<file path="src/hw/rtl/sfb_pkg.sv">
// Package for the sensor frame builder: frame constants, byte positions,
// register indexes and the CRC-8 byte step. No dependencies.
package sfb_pkg;

	localparam int SFB_SAMPLE_BITS = 10;
	localparam int FRAME_LEN       = 14;
	localparam int IDX_W           = 4;
	localparam int CODE_W          = 5;
	localparam int CODE_LEVELS     = 31;

	// code >= k exactly when sample * (2k - 1) <= BATT_LIMIT
	localparam int BATT_LIMIT = 10240;

	localparam logic [7:0] FAMILY_CODE = 8'h51;
	localparam logic [7:0] CRC_POLY    = 8'h31;
	localparam logic [7:0] FIXED_7F    = 8'h7F;
	localparam logic [7:0] FIXED_F8    = 8'hF8;
	localparam logic [7:0] FIXED_FF    = 8'hFF;
	localparam logic [8:0] AD_BASE     = 9'd56;

	localparam logic [IDX_W-1:0] POS_FAMILY = 4'd0;
	localparam logic [IDX_W-1:0] POS_ID_HI  = 4'd1;
	localparam logic [IDX_W-1:0] POS_ID_MID = 4'd2;
	localparam logic [IDX_W-1:0] POS_ID_LO  = 4'd3;
	localparam logic [IDX_W-1:0] POS_BATT   = 4'd4;
	localparam logic [IDX_W-1:0] POS_7F     = 4'd5;
	localparam logic [IDX_W-1:0] POS_MOIST  = 4'd6;
	localparam logic [IDX_W-1:0] POS_AD_HI  = 4'd7;
	localparam logic [IDX_W-1:0] POS_AD_LO  = 4'd8;
	localparam logic [IDX_W-1:0] POS_CRC    = 4'd12;
	localparam logic [IDX_W-1:0] POS_SUM    = 4'd13;

	localparam logic REG_DEVICE_ID = 1'b0;
	localparam logic REG_BOOST     = 1'b1;

	function automatic logic [7:0] crc8_step(input logic [7:0] crc, input logic [7:0] data);
		logic [7:0] c;
		c = crc ^ data;
		for (int b = 0; b < 8; b++) begin
			if (c[7]) begin
				c = {c[6:0], 1'b0} ^ CRC_POLY;
			end else begin
				c = {c[6:0], 1'b0};
			end
		end
		return c;
	endfunction

endpackage

</file>
<file path="src/hw/rtl/sensor_frame_builder_unit.sv">
// Sensor frame builder: battery code pipeline and 14-byte frame serializer.
// Depends on sfb_pkg.
//
// Each accepted beat (switch state, supply sample) produces one 14-byte frame,
// one byte per output beat, tlast on the checksum byte. The serializer takes a
// new frame only once the last byte of the current one is accepted, as the
// output port carries one frame byte per beat. Three pipeline stages (sample
// register, 31 parallel threshold compares, thermometer encode) sit ahead of
// the serializer and keep taking beats while a frame is still being sent,
// until all three hold a beat. CRC-8 and byte sum are accumulated as bytes
// leave. Configuration writes are accepted in any cycle.
module sensor_frame_builder_unit
	import sfb_pkg::*;
#(
	parameter int SAMPLE_BITS = SFB_SAMPLE_BITS,
	localparam int IN_W = ((2 + SAMPLE_BITS + 7) / 8) * 8,
	localparam int PROD_W = SAMPLE_BITS + 6
) (
	input  logic             clk,
	input  logic             arst_n,
	input  logic             s_axis_tvalid,
	output logic             s_axis_tready,
	input  logic [IN_W-1:0]  s_axis_tdata,   // reed_state, battery_sample, zero pad
	output logic             m_axis_tvalid,
	input  logic             m_axis_tready,
	output logic [15:0]      m_axis_tdata,   // frame_byte, byte_index, zero pad
	output logic             m_axis_tlast,   // last_byte
	input  logic             cfg_valid,
	output logic             cfg_ready,
	input  logic             cfg_index,
	input  logic [23:0]      cfg_data
);

	logic [23:0] device_id_q;
	logic [2:0]  boost_q;

	logic                   v_s1, v_s2, v_s3;
	logic [1:0]             reed_s1, reed_s2, reed_s3;
	logic [SAMPLE_BITS-1:0] sample_s1;
	logic [CODE_LEVELS-1:0] therm_s2;
	logic [CODE_W-1:0]      code_s3;

	logic                   busy_q;
	logic [IDX_W-1:0]       cnt_q;
	logic [1:0]             reed_q;
	logic [CODE_W-1:0]      code_q;
	logic [7:0]             crc_q;
	logic [7:0]             sum_q;

	logic                   rdy1, rdy2, rdy3, ser_free, last_c;
	logic [CODE_LEVELS-1:0] therm_c;
	logic [CODE_W-1:0]      code_c;
	logic [7:0]             byte_c;
	logic [8:0]             ad_c;
	logic [7:0]             moist_c;

	assign cfg_ready = 1'b1;

	always_ff @(posedge clk or negedge arst_n) begin
		if (!arst_n) begin
			device_id_q <= '0;
			boost_q     <= '0;
		end else if (cfg_valid) begin
			case (cfg_index)
				REG_DEVICE_ID: device_id_q <= cfg_data;
				REG_BOOST:     boost_q     <= cfg_data[2:0];
				default:       ;
			endcase
		end
	end

	assign last_c   = (cnt_q == POS_SUM);
	assign ser_free = !busy_q || (m_axis_tready && last_c);
	assign rdy3     = !v_s3 || ser_free;
	assign rdy2     = !v_s2 || rdy3;
	assign rdy1     = !v_s1 || rdy2;
	assign s_axis_tready = rdy1;

	// threshold compares, one per code level
	always_comb begin
		for (int k = 0; k < CODE_LEVELS; k++) begin
			therm_c[k] = (PROD_W'(sample_s1) * PROD_W'(2 * k + 1)) <= PROD_W'(BATT_LIMIT);
		end
	end

	// thermometer to binary: bit j is the parity of taps m*2^j-1
	always_comb begin
		code_c = '0;
		for (int j = 0; j < CODE_W; j++) begin
			for (int m = 1; m <= CODE_LEVELS; m++) begin
				if (m * (1 << j) - 1 < CODE_LEVELS) begin
					code_c[j] = code_c[j] ^ therm_s2[m * (1 << j) - 1];
				end
			end
		end
	end

	always_ff @(posedge clk or negedge arst_n) begin
		if (!arst_n) begin
			v_s1 <= 1'b0;
			v_s2 <= 1'b0;
			v_s3 <= 1'b0;
		end else begin
			if (rdy1) v_s1 <= s_axis_tvalid;
			if (rdy2) v_s2 <= v_s1;
			if (rdy3) v_s3 <= v_s2;
		end
	end

	always_ff @(posedge clk) begin
		if (rdy1 && s_axis_tvalid) begin
			reed_s1   <= s_axis_tdata[1:0];
			sample_s1 <= s_axis_tdata[SAMPLE_BITS+1:2];
		end
		if (rdy2 && v_s1) begin
			reed_s2  <= reed_s1;
			therm_s2 <= therm_c;
		end
		if (rdy3 && v_s2) begin
			reed_s3 <= reed_s2;
			code_s3 <= code_c;
		end
	end

	always_ff @(posedge clk or negedge arst_n) begin
		if (!arst_n) begin
			busy_q <= 1'b0;
			cnt_q  <= '0;
		end else if (ser_free) begin
			busy_q <= v_s3;
			cnt_q  <= '0;
		end else if (m_axis_tready) begin
			cnt_q <= cnt_q + 1'b1;
		end
	end

	always_ff @(posedge clk) begin
		if (ser_free) begin
			if (v_s3) begin
				reed_q <= reed_s3;
				code_q <= code_s3;
			end
			crc_q <= '0;
			sum_q <= '0;
		end else if (m_axis_tready) begin
			crc_q <= crc8_step(crc_q, byte_c);
			sum_q <= sum_q + byte_c;
		end
	end

	// state * 10 as 8x + 2x
	assign moist_c = {3'b000, reed_q, 3'b000} + {5'b00000, reed_q, 1'b0};
	assign ad_c    = AD_BASE + {1'b0, moist_c};

	always_comb begin
		case (cnt_q)
			POS_FAMILY: byte_c = FAMILY_CODE;
			POS_ID_HI:  byte_c = device_id_q[23:16];
			POS_ID_MID: byte_c = device_id_q[15:8];
			POS_ID_LO:  byte_c = device_id_q[7:0];
			POS_BATT:   byte_c = {boost_q, code_q};
			POS_7F:     byte_c = FIXED_7F;
			POS_MOIST:  byte_c = moist_c;
			POS_AD_HI:  byte_c = FIXED_F8 | {7'b0000000, ad_c[8]};
			POS_AD_LO:  byte_c = ad_c[7:0];
			POS_CRC:    byte_c = crc_q;
			POS_SUM:    byte_c = sum_q;
			default:    byte_c = FIXED_FF;
		endcase
	end

	assign m_axis_tvalid = busy_q;
	assign m_axis_tdata  = {4'b0000, cnt_q, byte_c};
	assign m_axis_tlast  = last_c;

endmodule
</file>
<file path="config.mk">
export PLATFORM = sky130hd
export DESIGN_NAME = sensor_frame_builder_unit
export DESIGN_NICKNAME = d
export VERILOG_FILES = /design/src/hw/rtl/sfb_pkg.sv /design/src/hw/rtl/sensor_frame_builder_unit.sv
export SDC_FILE = /design/constraint.sdc
export NUM_CORES = 1
export LEC_CHECK = 0
export ABC_AREA = 1
export ABC_CLOCK_PERIOD_IN_PS = 15400
export BUFFER_PORTS_ARGS = -buffer_cell sky130_fd_sc_hd__buf_4
export CELL_PAD_IN_SITES_DETAIL_PLACEMENT = 0
export CELL_PAD_IN_SITES_GLOBAL_PLACEMENT = 1
export CORE_MARGIN = 2
export CORE_UTILIZATION = 45
export DETAILED_ROUTE_END_ITERATION = 6
export HOLD_SLACK_MARGIN = 0.08
export PLACE_DENSITY = 0.78
export SYNTH_ARGS = -nofsm -noshare
export SYNTH_HDL_FRONTEND = slang
export SYNTH_SLANG_ARGS = --single-unit
</file>
<file path="constraint.sdc">
create_clock -name clk -period 15.4 [get_ports clk]
set_clock_uncertainty 0.05 [all_clocks]
set_input_delay 3.08 -clock clk [delete_from_list [all_inputs] [get_ports clk]]
set_output_delay 3.08 -clock clk [all_outputs]
set_load 0.1 [all_outputs]
</file>
After elaboration in Yosys (flattened, before gate mapping)
Cells that the tools add are included.
- multiply operators: 27
- eq/ne operators: 10
- bitwise logic cells: 56
- reductions and logical operators: 17
- multiplexer cells: 25
- add/subtract/negate cells: 4
- order comparisons: 27
- operator list (kind ; number):
    $le A16 B14 Y1 const B ; 15
    $mul A10 B6 Y16 const B ; 15
    $le A15 B14 Y1 const B ; 8
    $mul A10 B5 Y15 const B ; 8
    $mux W8 ; 14
    $pmux W8 S11 ; 1
    $le A14 B14 Y1 const B ; 4
    $mul A10 B4 Y14 const B ; 4
    $mux W6 ; 8
    $xor A1 B1 Y1 ; 45
    $not A3 Y3 ; 8
    $eq A4 B3 Y1 const B ; 4
    $eq A4 B4 Y1 const B ; 3
    $add A8 B8 Y8 ; 1
    $eq A4 B2 Y1 const B ; 2
    $mux W4 ; 2
    $xor A8 B8 Y8 ; 1
    $add A6 B6 Y7 const A ; 1
    $add A5 B3 Y6 ; 1
    $reduce_and A2 Y1 ; 3
    $add A4 B1 Y4 const B ; 1
    $eq A4 B1 Y1 const B ; 1
    $logic_and A1 B1 Y1 ; 4
    $logic_not A1 Y1 ; 4
    other kinds (4) ; 8
- register bits after elaboration: 106
- logic and storage cells: 183
- output and inout port bits: 20

Logic depth before layout (Yosys ltp)
Gate-level depths: netlist of the first run.
- depth in word-level cells: 34
- mapped depth: 22
- mapped depth without buffers: 21

Worst setup path after synthesis of the first run
OpenSTA, ideal clock, no wires.
- kind: input port to output port
- start: in m_axis_tready
- end: out s_axis_tready
- slack: 7.521 ns
- arrival time: 4.749 ns
- data required time: 12.270 ns
- stages: 7
- cells stage by stage: clkbuf_1 clkinv_1 o21ai_1 nor2_1 inv_1 nor2_1 nand2_1
- longest elaborated chain between the ends: 5
- ends and longest elaborated chain (element ; line ; RTL):
    from (decl) ; sensor_frame_builder_unit.sv:25 ; input logic m_axis_tready,
    $logic_and A1 B1 Y1 ; sensor_frame_builder_unit.sv:73 ; assign ser_free = !busy_q || (m_axis_tready && last_c);
    $logic_or A1 B1 Y1 ; sensor_frame_builder_unit.sv:73 ;
    $logic_or A1 B1 Y1 ; sensor_frame_builder_unit.sv:74 ; assign rdy3 = !v_s3 || ser_free;
    $logic_or A1 B1 Y1 ; sensor_frame_builder_unit.sv:75 ; assign rdy2 = !v_s2 || rdy3;
    $logic_or A1 B1 Y1 ; sensor_frame_builder_unit.sv:76 ; assign rdy1 = !v_s1 || rdy2;
    to (decl) ; sensor_frame_builder_unit.sv:22 ; output logic s_axis_tready,
No other way between the ends.

Worst setup path after layout of the first run
Ends and elaborated chain as after synthesis.

==> impl_metrics.env, run 1 <==
export IMPL_outcome="completed"
export IMPL_drt_iter0_drc=1158
export IMPL_routed_wirelength_um=70980
export IMPL_design_area_um2=25540
export IMPL_grt_use_total_pct=25.59
export IMPL_worstPathMaxFanout=17
export IMPL_firstDrtPassIters=7
export IMPL_synth_cells=3000
export IMPL_fin_ws_ns=7.350
export IMPL_wl_per_cell_um=18.92
export IMPL_worstHoldStart="code_s3[1]"
export IMPL_setup_violations=0
export IMPL_htree_levels=3
export IMPL_crit_top_cell="buf_4"
export IMPL_drive_above_1_share_pct=5.614
export IMPL_slowest_stage="clkinv_1"
export IMPL_cp_depth=9
export IMPL_first_global_vias=19836
export IMPL_route_detailed_drc=0
export IMPL_finalSetupTns_ns=0
export IMPL_clockBufferDepth=2
export IMPL_viasPerCell=5.361
export IMPL_final_cell_mix="inv_1 (599), nand2_1 (441), ha_1 (395)"
export IMPL_port_buffer_count=56
export IMPL_max_freq_ghz=0.1242
export IMPL_dp_hpwl_um=58210
export IMPL_start_util_pct=45.59
export IMPL_start_kind="input port"
export IMPL_maxSlewHeadroom_pct=27.09
export IMPL_cts_buffers=9
export IMPL_path_clk_slew_ns=0.08
export IMPL_crit_arrival_ns=4.92
export IMPL_ff2ff_path_depth=14
export IMPL_cts_resized=0
export IMPL_fin_crit_sh_pct=52.27
export IMPL_synth_cell_types=59
export IMPL_grt_pass1_wl_um=110600
export IMPL_cts_tree="done"
export IMPL_slew_viol_final=0
export IMPL_placed_area_um2=25250
export IMPL_ctsHoldBuffers=0
export IMPL_syn_avg_cell_area_um2=8.001
export IMPL_cts_setup_buffers=0
export IMPL_area_growth_pct=6.416
export IMPL_cap_viol_max_count=0
export IMPL_gp_congestion=0.9239
export IMPL_r2r_setup_slack_ns=9.71
export IMPL_ys_seq_area_share_pct=11.86
export IMPL_rr_startpoint="sample_s1[8]"
export IMPL_overflow=0
export IMPL_dieArea_um2=55210
export IMPL_antenna_found_initial=3
export IMPL_critical_path_class="input port to output port"
export IMPL_grt_max_degree=36
export IMPL_ys_seq_elements=106
export IMPL_cts_root_buf="clkbuf_16"
export IMPL_syn_area_um2=24000
export IMPL_path_cells="buf_4 > clkinv_1 > o21ai_1 > buf_4 > nor2_1 > inv_1 > nor2_1 > nand2_1 > buf_4"
export IMPL_die_y_um=235.0
export IMPL_rsz0062_at_grt="no"
export IMPL_yosysWarnings=0
export IMPL_vias=20114
export IMPL_rows=84
export IMPL_synthArstFlopShare_pct=33.02
export IMPL_clock_sinks=106
export IMPL_holdWs_ns=0.3667
export IMPL_fin_nets=3724
export IMPL_cp_data_required_time_ns=12.27
export IMPL_ant_nets=0
export IMPL_path_buf_inv=5
export IMPL_core_area_um2=52660
export IMPL_clk_insertion_delay_late_ns=0.36
export IMPL_io_pins=66
export IMPL_crit_path_end_kind="output port"
export IMPL_period_minus_slack_ns=8.050
export IMPL_hold_path_class="flop to flop"
export IMPL_pre_cts_ws_ns=7.337
export IMPL_final_common_cell="inv_1"
export IMPL_holdPathStages=0
export IMPL_die_w_um=235.0
export IMPL_hold_viol=0
export IMPL_synth_edff_count=55
export IMPL_synth_flop_cell="edfxtp_1"
export IMPL_cp_slowest_stage_delay_ns=0.46
export IMPL_n_antenna_cell=0
export IMPL_critical_path_top_delay_family="buffers and inverters"
export IMPL_worst_pin_slew_ns=1.092
export IMPL_setup_worst_path_start="m_axis_tready"
## Yosys cell counts, drive strengths merged (2+ instances only)
master   count  area share [%]
inv        606             9.5
nand2      455             7.3
ha         395              21
a21oi      225             4.7
fa         224              19
nand3      191             4.3
xor2       191             7.0
nor2       122             2.2
o21ai      109             2.3
xnor2       90             3.3
edfxtp      55             6.9
nand4       39             1.0
dfrtp       35             3.6
nor3        34            0.73
o21bai      24            0.77
a31oi       21            0.55
mux2        21            0.99
nor4        21            0.55
a21o        20            0.63
buf         16            0.55
dfxtp       16             1.3
clkbuf      12            0.19
or2         11            0.29
nand3b       9            0.28
o211ai       8            0.25
o2111ai      7            0.26
o221ai       7            0.26
a211oi       5            0.16
a21boi       4            0.13
and3         4            0.10
o21a         4            0.13
o31ai        3           0.094
a221oi       2           0.073
a31o         2           0.073
clkinv       2           0.031
conb         2           0.031
nor3b        2           0.063
## per-layer routing
layer	global-route usage [%]	vias to the layer above	share of wire, %
met1	34.02	9585	45
met5	0	-	0
met4	9.877	0	4.3
met2	43.38	485	47
met3	1.927	132	4.3
li1	-	9912	-
## registers in the layout, indices dropped and copies added (netlist names), 2 cells and up
register     flops
code_s3          5
sum_q            8
reed_q           2
reed_s3          2
boost_q          3
sample_s1       10
cnt_q            4
device_id_q     24
crc_q            8
code_q           5
reed_s1          2
therm_s2        27
reed_s2          2
## path summary, 6_finish.rpt
kind / to
max: s_axis_tready
min: code_q[1]
max reg2reg: therm_s2[26]
min reg2reg: code_q[1]
max in group asynchronous: v_s2
min in group asynchronous: device_id_q[0]
## kinds of logic (layout without fill, tap and decap cells)
family                     Yosys count  after routing  share of synthesized area (%)
AOI/OAI and AO/OA                  446            446                          10.51
xor gates and xnor gates           281            281                          10.25
adders and majority gates          619            619                          39.27
buffers and inverters              636            697                          10.25
DFF                                106            106                          11.86
muxes                               21             21                         0.9852
other                                2              5                        0.03129
and+or+nand+nor                    889            889                          16.84
## metrics by stage
step                utilization, %  std cells
global placement             47.95       3736
global route                 48.51       3752
detailed placement           47.95       3736
CTS                          48.51       3752
floorplan                        -       3003
finish                       48.51       3752
## cell type report
class | instances | area [um^2]
Clock buffer | 9 | 225.2
Sequential cell | 106 | 2848
Timing Repair Buffer | 73 | 548.0
Clock inverter | 7 | 72.57
Inverter | 608 | 2282
Multi-Input combinational cell | 2261 | 18710
Fill cell | 5148 | 27110
Tap cell | 688 | 860.8
Power of run 1 is not shown: default switching activity piles up to over one toggle a cycle in this logic, so the estimate is an artifact.
==> inputs of run 2 (changes only) <==
Settings changed: ABC_CLOCK_PERIOD_IN_PS 15400 to 8100.
Clock period 15.4 ns to 8.1 ns, I/O delays scaled along.
==> run 2 against run 1 <==
  * Flip-flop and latch count did not move
  * Final area barely moved
  * First-iteration DRC count fell by 0.26%
  * Core utilization barely moved
  * Count of clock-buffer cells in the layout did not move
  * Sequential share of layout area barely moved
  * Cell count barely moved
  * Non-clock buffer count rose by 3
  * Register-to-register slack got worse by 7.2 ns
==> impl_metrics.env, run 2 (synthesis gave the netlist of run 1 again) <==
export IMPL_cts_tree="done"
export IMPL_crit_path_end_kind="output port"
export IMPL_maxSlewHeadroom_pct=24.77
export IMPL_hold_path_class="flop to flop"
export IMPL_ant_nets=0
export IMPL_crit_arrival_ns=4.13
export IMPL_critical_path_class="input port to output port"
export IMPL_first_global_vias=20073
export IMPL_worst_pin_slew_ns=1.127
export IMPL_met2WireLength_um=33830
export IMPL_die_w_um=235.0
export IMPL_hold_viol=0
export IMPL_clockBufferDepth=2
export IMPL_antenna_found_initial=2
export IMPL_port_buffer_count=56
export IMPL_rsz0062_at_grt="no"
export IMPL_cp_data_required_time_ns=6.43
export IMPL_cts_resized=0
export IMPL_utilization_pct=48.53
export IMPL_max_freq_ghz=0.1724
export IMPL_gp_congestion=0.9458
export IMPL_dp_hpwl_um=58820
export IMPL_finalSetupTns_ns=0
export IMPL_core_area_um2=52660
export IMPL_fin_nets=3727
export IMPL_placed_area_um2=25270
export IMPL_slowest_stage="o21ai_1"
export IMPL_final_cell_count_no_fill=3755
export IMPL_crit_top_cell="buf_4"
export IMPL_slew_viol_final=0
export IMPL_cp_slowest_stage_delay_ns=0.93
export IMPL_design_area_um2=25550
export IMPL_path_cells="buf_4 > clkinv_1 > o21ai_1 > buf_4 > nor2_1 > inv_1 > nor2_1 > nand2_1 > buf_4"
export IMPL_start_util_pct=45.59
export IMPL_htree_levels=3
export IMPL_start_kind="input port"
export IMPL_dp_cells=3739
export IMPL_grt_max_degree=36
export IMPL_cts_setup_buffers=0
export IMPL_worstPathMaxFanout=17
export IMPL_viasPerCell=5.381
export IMPL_rows=84
export IMPL_outcome="completed"
export IMPL_final_common_cell="inv_1"
export IMPL_vias=20207
export IMPL_cap_viol_max_count=0
export IMPL_dieArea_um2=55210
export IMPL_io_pins=66
export IMPL_period_minus_slack_ns=5.802
export IMPL_clock_sinks=106
export IMPL_route_detailed_drc=0
export IMPL_drt_iter0_drc=1155
export IMPL_wl_met1_um=32420
export IMPL_overflow=0
export IMPL_highest_signal_layer="met5"
export IMPL_area_growth_pct=6.458
export IMPL_top_register="therm_s2"
export IMPL_wl_met3_um=3112
export IMPL_wl_per_cell_um=19.20
export IMPL_grt_pass1_wl_um=112700
export IMPL_clk_insertion_delay_late_ns=0.36
export IMPL_path_clk_slew_ns=0.08
export IMPL_firstDrtPassIters=5
export IMPL_drive_above_1_share_pct=5.673
export IMPL_cts_buffers=9
export IMPL_cts_root_buf="clkbuf_16"
export IMPL_largestRegisters="therm_s2 x27, device_id_q x24, sample_s1 x10"
export IMPL_ctsHoldBuffers=0
export IMPL_fin_crit_sh_pct=71.63
export IMPL_nFillCells=5152
export IMPL_routed_wirelength_um=72100
export IMPL_final_cell_mix="inv_1 (599), nand2_1 (441), ha_1 (395)"
export IMPL_largest_reg_flops=27
export IMPL_setup_violations=0
export IMPL_n_antenna_cell=0
export IMPL_grt_use_total_pct=26.11
export IMPL_die_y_um=235.0
==> run 2: cell types whose count changed in the layout (fill, tap and decap cells not counted) <==
cell / delta
buf_4: +3
clkinv_8: -2
clkinv_1: +1
inv_8: +2
clkinv_4: +2
clkinvlp_4: +1
clkinv_2: -1
inv_6: -3
==> run 2: per-layer routing <==
metal / vias up / track usage, %
met5: - / 0
met4: 2 / 9.206
met3: 128 / 2.338
met2: 476 / 44.56
met1: 9686 / 34.55
li1: 9915 / -
==> run 2: per-stage QoR <==
stage / worst slack, ns / hold slack (ns)
after floorplan: 3.141 / 0.3503
after global placement: 2.299 / 0.3515
after detailed placement: 2.323 / 0.3561
after CTS: 2.311 / 0.3768
after global routing: 2.126 / 0.3854
final: 2.298 / 0.3757
==> run 2: layout make-up <==
cell class                 instances  area, um^2  area share [%]
multi-input combinational       2261       18710           73.21
sequential                       106        2848           11.14
inverter                         608        2282           8.931
tap                              688       860.8           3.369
timing repair buffer              76       570.5           2.233
clock buffer                       9       225.2          0.8813
clock inverter                     7       60.06          0.2350
==> run 2: critical path, delay by kind of cell <==
family                 cells  cell delay (ns)
AND/OR/NAND/NOR            3             0.20
buffers and inverters      5             1.37
AO/OA/AOI/OAI              1             0.93
==> run 2: final timing paths <==
path | slack (ns) | endpoint | cells past startpoint | startpoint
worst min-delay path | 0.38 | reed_s3[1] | 0 | reed_s2[1]
worst max-delay path | 2.30 | s_axis_tready | 9 | m_axis_tready
worst min register to register | 0.38 | reed_s3[1] | 0 | reed_s2[1]
min in group asynchronous | 1.16 | device_id_q[17] | 1 | arst_n
worst max register to register | 2.50 | therm_s2[26] | 15 | sample_s1[1]
max in group asynchronous | 6.52 | v_s1 | 1 | arst_n
Power of run 2 is left out for the same reason.
